### src/hw/rtl/nlts_pkg.sv
`timescale 1ns / 1ps
// Shared constants, types and codes for the note list tone sequencer.
// No dependencies; every other file but nlts_ram refers to it by scoped names.
package nlts_pkg;

   // Note store geometry (depth is a power of two; pointers wrap)
   localparam int STORE_DEPTH    = 256;
   localparam int ADDR_W         = $clog2(STORE_DEPTH);
   localparam int REC_W          = 24;
   localparam int MAX_WALK_STEPS = 16;
   localparam int STEP_W         = $clog2(MAX_WALK_STEPS);

   // Stream payload widths
   localparam int REQ_DATA_W = 40;
   localparam int RSP_DATA_W = 32;
   localparam int CSR_IDX_W  = 8;
   localparam int CSR_DATA_W = 8;

   // Record control codes; end and any other low code stop playback
   localparam logic [15:0] CODE_REST   = 16'h0000;
   localparam logic [15:0] CODE_TEMPO  = 16'h0001;
   localparam logic [15:0] CODE_GAP    = 16'h0002;
   localparam logic [15:0] CODE_REPEAT = 16'h0003;

   // Reset tempo and gap
   localparam logic [7:0] UNIT_RESET = 8'd16;
   localparam logic [7:0] GAP_RESET  = 8'd15;

   // Configuration register indexes
   localparam logic [CSR_IDX_W-1:0] CSR_UNIT = 8'd0;
   localparam logic [CSR_IDX_W-1:0] CSR_GAP  = 8'd1;

   typedef enum logic [1:0] {
      CMD_WRITE = 2'd0,
      CMD_PLAY  = 2'd1,
      CMD_STOP  = 2'd2,
      CMD_TICK  = 2'd3
   } cmd_type;

   typedef enum logic [2:0] {
      ST_IDLE,
      ST_DECODE,
      ST_READ,
      ST_EVAL,
      ST_READ_OFS,
      ST_EVAL_OFS,
      ST_EMIT
   } state_type;

   // Controller -> datapath
   typedef struct packed {
      logic capture;
      logic decode;
      logic eval;
      logic rd_ofs;
      logic eval_ofs;
      logic load_out;
   } ctrl_cmd_type;

   // Datapath -> controller
   typedef struct packed {
      logic walk;
      logic ev_done;
      logic ev_ofs;
      logic last_step;
   } dp_status_type;

endpackage

### src/hw/rtl/nlts_ctrl.sv
`timescale 1ns / 1ps
// Sequencer controller: item handshake, record walk sequencing, result valid.
// Depends on nlts_pkg.
module nlts_ctrl (
   input  logic                   clock,
   input  logic                   reset,
   input  logic                   req_tvalid,
   output logic                   req_tready,
   output logic                   rsp_tvalid,
   input  logic                   rsp_tready,
   input  nlts_pkg::dp_status_type status,
   output nlts_pkg::ctrl_cmd_type  cmd
);

   nlts_pkg::state_type state_ff, state_in;
   logic rsp_valid_ff, rsp_valid_in;
   logic out_free;

   assign out_free = !rsp_valid_ff || rsp_tready;

   // next state
   always_comb begin
      state_in = state_ff;
      unique case (state_ff)
         nlts_pkg::ST_IDLE: begin
            if (req_tvalid) state_in = nlts_pkg::ST_DECODE;
         end
         nlts_pkg::ST_DECODE: begin
            state_in = status.walk ? nlts_pkg::ST_READ : nlts_pkg::ST_EMIT;
         end
         nlts_pkg::ST_READ: begin
            state_in = nlts_pkg::ST_EVAL;
         end
         nlts_pkg::ST_EVAL: begin
            priority if (status.ev_done)   state_in = nlts_pkg::ST_EMIT;
            else if (status.ev_ofs)        state_in = nlts_pkg::ST_READ_OFS;
            else if (status.last_step)     state_in = nlts_pkg::ST_EMIT;
            else                           state_in = nlts_pkg::ST_READ;
         end
         nlts_pkg::ST_READ_OFS: begin
            state_in = nlts_pkg::ST_EVAL_OFS;
         end
         nlts_pkg::ST_EVAL_OFS: begin
            state_in = status.last_step ? nlts_pkg::ST_EMIT : nlts_pkg::ST_READ;
         end
         nlts_pkg::ST_EMIT: begin
            if (out_free) state_in = nlts_pkg::ST_IDLE;
         end
         default: state_in = nlts_pkg::ST_IDLE;
      endcase
   end

   // outputs
   always_comb begin
      cmd        = '0;
      req_tready = 1'b0;
      unique case (state_ff)
         nlts_pkg::ST_IDLE: begin
            req_tready  = 1'b1;
            cmd.capture = req_tvalid;
         end
         nlts_pkg::ST_DECODE:   cmd.decode   = 1'b1;
         nlts_pkg::ST_READ:     ;
         nlts_pkg::ST_EVAL:     cmd.eval     = 1'b1;
         nlts_pkg::ST_READ_OFS: cmd.rd_ofs   = 1'b1;
         nlts_pkg::ST_EVAL_OFS: cmd.eval_ofs = 1'b1;
         nlts_pkg::ST_EMIT:     cmd.load_out = out_free;
         default: ;
      endcase
   end

   always_comb begin
      rsp_valid_in = rsp_valid_ff;
      if (cmd.load_out) begin
         rsp_valid_in = 1'b1;
      end else if (rsp_tready) begin
         rsp_valid_in = 1'b0;
      end
   end

   always_ff @(posedge clock) begin
      if (reset) begin
         state_ff     <= nlts_pkg::ST_IDLE;
         rsp_valid_ff <= 1'b0;
      end else begin
         state_ff     <= state_in;
         rsp_valid_ff <= rsp_valid_in;
      end
   end

   assign rsp_tvalid = rsp_valid_ff;

endmodule

### config.mk
export PLATFORM = sky130hd
export DESIGN_NAME = nlts_ctrl
export DESIGN_NICKNAME = d
export VERILOG_FILES = /design/src/hw/rtl/nlts_pkg.sv /design/src/hw/rtl/nlts_ctrl.sv
export SDC_FILE = /design/constraint.sdc
export NUM_CORES = 1
export LEC_CHECK = 0
export BUFFER_PORTS_ARGS = -buffer_cell sky130_fd_sc_hd__buf_2
export CORE_AREA = 3 3 40 42
export CTS_BUF_LIST = sky130_fd_sc_hd__clkbuf_16
export DETAILED_ROUTE_END_ITERATION = 8
export DIE_AREA = 0 0 43 45
export SLEW_MARGIN = 20
export SYNTH_ARGS = -nofsm -noshare
export SYNTH_HDL_FRONTEND = slang
export SYNTH_SLANG_ARGS = --single-unit
### constraint.sdc
create_clock -name clock -period 1.7 [get_ports clock]
set_input_delay 0.34 -clock clock [delete_from_list [all_inputs] [get_ports clock]]
set_output_delay 0.34 -clock clock [all_outputs]
set_load 0.005 [all_outputs]
After elaboration in Yosys (flattened, before gate mapping):

Cells that the tools add are included.

* register bits after elaboration: 4
* logic and storage cells: 31

* eq/ne operators: 8
* muxes and demuxes: 16
* reductions and logical operators: 5

Operators with widths (number)
* $pmux 3 s7: 1
* $mux 3: 6
* $eq 3x3->1 const B: 3
* $mux 1: 9
* $eq 3x2->1 const B: 2
* $ne 2x2->1 const B: 2
* $eq 3x1->1 const B: 1
* $logic_not 3->1: 1
* $reduce_and 2->1: 1
* $reduce_bool 2->1: 1
* $logic_not 1->1: 1
* $logic_or 1x1->1: 1

Depth between registers and ports, before layout:

Gate-level depths: netlist of run 1.

* word-level depth: 4
* gate-level depth with buffers: 4
* mapped depth without buffers: 3

Worst setup path after synthesis of run 1:

Ideal clock, no wire load.

* kind: register to output
* start point: register rsp_valid_ff (netlist: rsp_tvalid)
* end point: output port cmd[0] (netlist name)
* data arrival time: 0.883 ns
* data required time: 1.360 ns
* path slack: 0.477 ns
* stages on the path, launching flop included: 4
* buffers on the path: 1
* path through: dfxtp_1 > or2b_2 > nor2b_1 > buf_4

RTL lines
* from (decl): RTL line nlts_ctrl.sv:16 `logic rsp_valid_ff, rsp_valid_in;`
* from (signal assigned): RTL line nlts_ctrl.sv:87 `rsp_valid_ff <= rsp_valid_in;`
* to (decl): RTL line nlts_ctrl.sv:12 `output nlts_pkg::ctrl_cmd_type cmd`

==> results by group, run 1 <==
Place
  • IO Port Bufs: 15
  • Placed cells: 58
  • RePlAce Congestion: 0.6581
  • Post-DP HPWL: 503.8 um
  • Pre-CTS setup slack: 364.6 ps

Worst setup path
  • CP cell instances: nand3b_1 > nor2b_1 > buf_2
  • Crit Path Max Fanout: 11
  • CP arrival: 1120 ps
  • Endpoint type of the worst setup path: output port
  • Crit path launch type: register
  • Slowest cell on crit path: dfxtp_1
  • Crit path buffers/inverters: 1
  • Worst path max stage delay: 500 ps
  • Setup CP Type: reg -> out
  • Delay-heaviest family, CP: flip-flops
  • Worst EP required: 1360 ps

Cells and area
  • Share of layout cells above drive strength 1: 50.00%
  • Util after Layout: 32.42%
  • N_diodes: 0
  • Layout fillers: 145
  • Non-Filler Instances: 61
  • Area Growth Syn to Fin: 44.16%
  • Final Net Count: 56

Synth
  • Mapped Nets: 40
  • Avg Inst Size Synth: 9.032 um2
  • Ys Warns: 0
  • Synth cell types: 22
  • Mapped cell area: 289.0 um2
  • Sequential area share after synthesis: 27.71%
  • Syn Inst Count: 32
  • FF+latch count, synth: 4

Timing
  • Final count of pins violating max slew: 0
  • Min Tclk post-route: 1465 ps
  • Post-route clock period utilization: 86.17%
  • TNS Setup: 0 ps
  • Fmax: 0.6826 GHz
  • Setup Skew: 1.258 ps
  • Worst setup margin: 235.1 ps
  • Slew HR: 77.73%
  • Fin Hold WS: 328.3 ps
  • Final setup violating endpoints: 0
  • Unrepaired setup endpoints after global routing: no
  • Measured slew at the worst slew-check pin: 333.5 ps
  • Final Hold Fails: 0

Clock network
  • Worst-path clk slew: 30 ps
  • Gates resized, CTS repair: 0
  • Clk Latency, worst-skew pair: 220 ps
  • Hold Buf Count CTS: 0
  • CTS Buffer Depth: 2
  • Root Buffer: clkbuf_16
  • CTS tree: built
  • Clk sink count: 4
  • Postcts setup bufs: 0
  • CTS buffer count: 3
  • # H-tree levels: 1

Drt
  • Via count: 282
  • Post-route DRC: 0
  • Post-DRT Antenna Nets: 0
  • DR WL/cell: 10.90 um
  • Vias/cell: 4.623
  • DRT iter0 DRCs: 1
  • DR pass1 iterations: 2
  • Total wire length: 665 um

Pwr
  • Leakage: 0.1891 nW
  • Peak VDD IR: 0.0006788 V
  • Power per cell area: 1332 nW/um2

Floorplanning
  • Die Span Y: 45 um
  • Chip width: 43 um
  • Row count: 13
  • Starting Density: 22.49%
  • # IOs: 16
  • Std-Cell Core Area: 1285 um2
  • Die area: 1935 um2

GRT
  • Vias in the first global route: 276
  • Pin count of the biggest net entering global routing: 13
  • Initial antenna violation count: 0
  • GRT Overall Usage: 9.076%
  • GR Overflow Total: 0
  • First-pass GRT wire length: 1166 um

Hold path
  • Worst min path class: in -> reg

Run status
  • Status: complete, no violations

Run
  • Max-cap violations: 0
[Yosys cell counts]
cell / instances / area share, %
a311o_1: 1 / 3.5
and2_1: 1 / 2.2
inv_4: 1 / 2.2
dfxtp_1: 4 / 28
or2b_2: 1 / 3.0
nor2b_1: 1 / 2.2
nor3b_1: 2 / 5.2
buf_4: 1 / 2.6
and3b_2: 1 / 3.5
inv_1: 1 / 1.3
and3_2: 1 / 2.6
and2b_2: 1 / 3.0
nor3_1: 2 / 3.5
a2111oi_1: 1 / 3.5
buf_6: 3 / 12
nand3b_1: 1 / 2.6
a21oi_1: 4 / 6.9
o221ai_1: 1 / 3.0
nor4bb_1: 1 / 3.5
a2bb2oi_1: 1 / 3.0
nand2_1: 1 / 1.3
or3_1: 1 / 2.2
[metal layers]
layer  global-route usage, %  share of wire [%]  vias to the layer above
met1                   8.916                 40                      124
met3                   5.179                7.7                        4
met2                   12.28                 48                        7
li1                        -                  -                      147
met5                       0                  0                        -
met4                   10.84                4.5                        0
[worst reg2reg max path, stage by stage (launching register included)]
cell,delay (ps)
dfxtp_1,500
and3b_2,250
a2bb2oi_1,140
a21oi_1,70
[report_power, final]
group / leakage (nW) / switching, W / internal (W)
logic: 0.119 / 0.0000264 / 0.0000398
registers: 0.0328 / 0.0000216 / 0.000103
clock network: 0.0370 / 0.0000636 / 0.000300
[layout by cell type (no fill, tap or decap)]
| master | count |
|---|---|
| buf_2 | 15 |
| a21oi_1 | 4 |
| dfxtp_1 | 4 |
| clkbuf_16 | 3 |
| nor3b_1 | 2 |
| nor3_1 | 2 |
| nand3b_1 | 1 |
| or2b_2 | 1 |
| nor2b_1 | 1 |
| and3b_2 | 1 |
| inv_4 | 1 |
| and3_2 | 1 |
| and2_1 | 1 |
| inv_1 | 1 |
| a311o_1 | 1 |
| nor4bb_1 | 1 |
| a2111oi_1 | 1 |
| or3_1 | 1 |
| a2bb2oi_1 | 1 |
| and2b_2 | 1 |
| nand2_1 | 1 |
| o221ai_1 | 1 |
[kinds of logic (layout without fill, tap and decap cells)]
group	after synthesis	count (layout)	synth area share [%]
compound gates	8	8	19.92
flops	4	4	27.71
simple gates	14	14	34.64
buf+inv	6	20	17.75
[state kept, by name (all words and copies together) (netlist names)]
register,flops
rsp_tvalid,1
state_ff,3
[per-stage QoR]
stage / instance area, um2 / power [W]
after floorplan: 289.0 / 0.0001772
after global placement: 341.6 / 0.0001927
after detailed placement: 341.6 / 0.0001934
after CTS: 416.7 / 0.0005623
after global routing: 416.7 / 0.0005839
final: 416.7 / 0.0005550
[final cells by class]
class                   count  area (um2)  share of cell area (%)
repair buffers             15       75.07                   18.02
inverters                   2       10.01                   2.402
well taps                  15       18.77                   4.505
multi-input cells          22       157.7                   37.84
clock buffers               3       75.07                   18.02
flip-flops and latches      4       80.08                   19.22
[path summary, 6_finish.rpt]
path | from | to | slack (ps) | cells past startpoint
worst max register to register | state_ff[2] | state_ff[2] | 620 | 3
worst min register to register | rsp_tvalid | rsp_tvalid | 590 | 2
worst max-delay path | state_ff[2] | cmd[0] | 240 | 3
worst min-delay path | reset | state_ff[2] | 330 | 2
Power figures use the tool's default switching activity.
==> inputs of run 2 (changes only) <==
Settings changed: PLACE_DENSITY set to 0.48.
==> results by group, run 2 (synthesis results as in run 1) <==
Worst setup path
  • Endpoint type of the worst setup path: output port
  • Worst path max stage delay: 510 ps
  • Slowest cell on crit path: dfxtp_1
  • Delay-heaviest family, CP: flip-flops
  • CP cell instances: nand3b_1 > nor2b_1 > buf_2
  • Crit path launch type: register
  • Worst EP required: 1360 ps
  • CP arrival: 1190 ps
  • Crit Path Max Fanout: 9
  • Crit path buffers/inverters: 1
  • Setup CP Type: reg -> out

Pwr
  • Flop pwr share: 22.7%
  • Power share of the combinational group: 11.9%
  • P_sw: 0.0001117 W
  • Clock share of power: 65.5%
  • Leakage: 0.1891 nW
  • Sw Ratio: 20.12%
  • Peak VDD IR: 0.0007118 V
  • Power per cell area: 1332 nW/um2
  • Pint: 0.0004434 W

Floorplanning
  • Die area: 1935 um2
  • Starting Density: 22.49%
  • Die Span Y: 45 um
  • Std-Cell Core Area: 1285 um2
  • Row count: 13
  • Chip width: 43 um
  • # IOs: 16

Timing
  • Final count of pins violating max slew: 0
  • Unrepaired setup endpoints after global routing: no
  • Final setup violating endpoints: 0
  • TNS Setup: 0 ps
  • Min Tclk post-route: 1528 ps
  • Final Hold Fails: 0
  • Fmax: 0.6544 GHz
  • Slew HR: 77.14%
  • Measured slew at the worst slew-check pin: 342.4 ps
  • Post-route clock period utilization: 89.89%
  • Setup Skew: 2.093 ps

Cells and area
  • Max reg flops: 3
  • Share of layout cells above drive strength 1: 50.00%
  • Most frequent cells in the layout: buf_2, a21oi_1, dfxtp_1, clkbuf_16
  • Final Net Count: 56
  • Commonest non-fill, non-tap cell in the layout: buf_2
  • N_diodes: 0
  • Area Growth Syn to Fin: 44.16%
  • Util after Layout: 32.42%
  • Layout fillers: 132
  • Most flops, register: state_ff

Clock network
  • Hold Buf Count CTS: 0
  • CTS tree: built
  • Clk Latency, worst-skew pair: 220 ps
  • # H-tree levels: 1
  • Clk sink count: 4
  • Postcts setup bufs: 0
  • Worst-path clk slew: 30 ps
  • Root Buffer: clkbuf_16
  • CTS buffer count: 3
  • Gates resized, CTS repair: 0
  • CTS Buffer Depth: 2

GRT
  • GRT Overall Usage: 7.494%
  • First-pass GRT wire length: 1055 um
  • Pin count of the biggest net entering global routing: 13
  • Initial antenna violation count: 0
  • GR Overflow Total: 0
  • Vias in the first global route: 251

Run
  • Max-cap violations: 0

Run status
  • Status: complete, no violations

Drt
  • DR WL/cell: 11.28 um
  • Via count: 283
  • Post-DRT Antenna Nets: 0
  • DRT iter0 DRCs: 7
  • DR pass1 iterations: 2
  • Post-route DRC: 0
  • Total wire length: 688 um
  • Vias/cell: 4.639

Place
  • Post-DP HPWL: 521.6 um
  • IO Port Bufs: 15
  • RePlAce Congestion: 0.7558

Hold path
  • Worst min path class: in -> reg
[run 2: cell counts in the layout (fill, tap and decap cells not counted)]
No cell type changed its count.
[run 2: area by class of cell]
class	instances	area [um2]	share of cell area, %
Inverter	2	10.01	2.402
Clock buffer	3	75.07	18.02
Tap cell	15	18.77	4.505
Multi-Input combinational cell	22	157.7	37.84
Timing Repair Buffer	15	75.07	18.02
Sequential cell	4	80.08	19.22
[run 2: routing by layer]
layer | GRT usage, % | part of all wire, %
met5 | 0 | 0
met4 | 1.807 | 0
met3 | 5.179 | 8.7
met2 | 11.08 | 45
met1 | 8.916 | 46
[run 2: path summary, 6_finish.rpt]
| path | to | cells after the start | start | slack [ps] |
|---|---|---|---|---|
| worst min register to register | rsp_tvalid | 2 | rsp_tvalid | 580 |
| worst max-delay path | cmd[0] | 3 | state_ff[1] | 170 |
| worst max register to register | state_ff[2] | 3 | state_ff[2] | 610 |
| worst min-delay path | state_ff[1] | 2 | reset | 330 |
[run 2: power by group through the flow]
| stage | clock network, W | registers, W | logic, W |
|---|---|---|---|
| floorplan | 0 | 0.000109 | 0.0000682 |
| global placement | 0 | 0.000127 | 0.0000667 |
| detailed placement | 0 | 0.000126 | 0.0000672 |
| CTS | 0.000370 | 0.000126 | 0.0000676 |
| global route | 0.000380 | 0.000128 | 0.0000734 |
| finish | 0.000363 | 0.000126 | 0.0000660 |
[run 2: through the flow]
step	hold slack (ps)	power, W	setup slack, ps	instance area (um2)	instances
2_1_floorplan	409.1	0.0001772	476.8	289.0	32
3_3_place_gp	563.2	0.0001937	368.0	341.6	58
3_5_place_dp	566.3	0.0001936	346.2	341.6	58
4_1_cts	337.1	0.0005630	159.7	416.7	61
5_1_grt	357.7	0.0005815	99.12	416.7	61
6_report	331.3	0.0005551	171.9	416.7	61
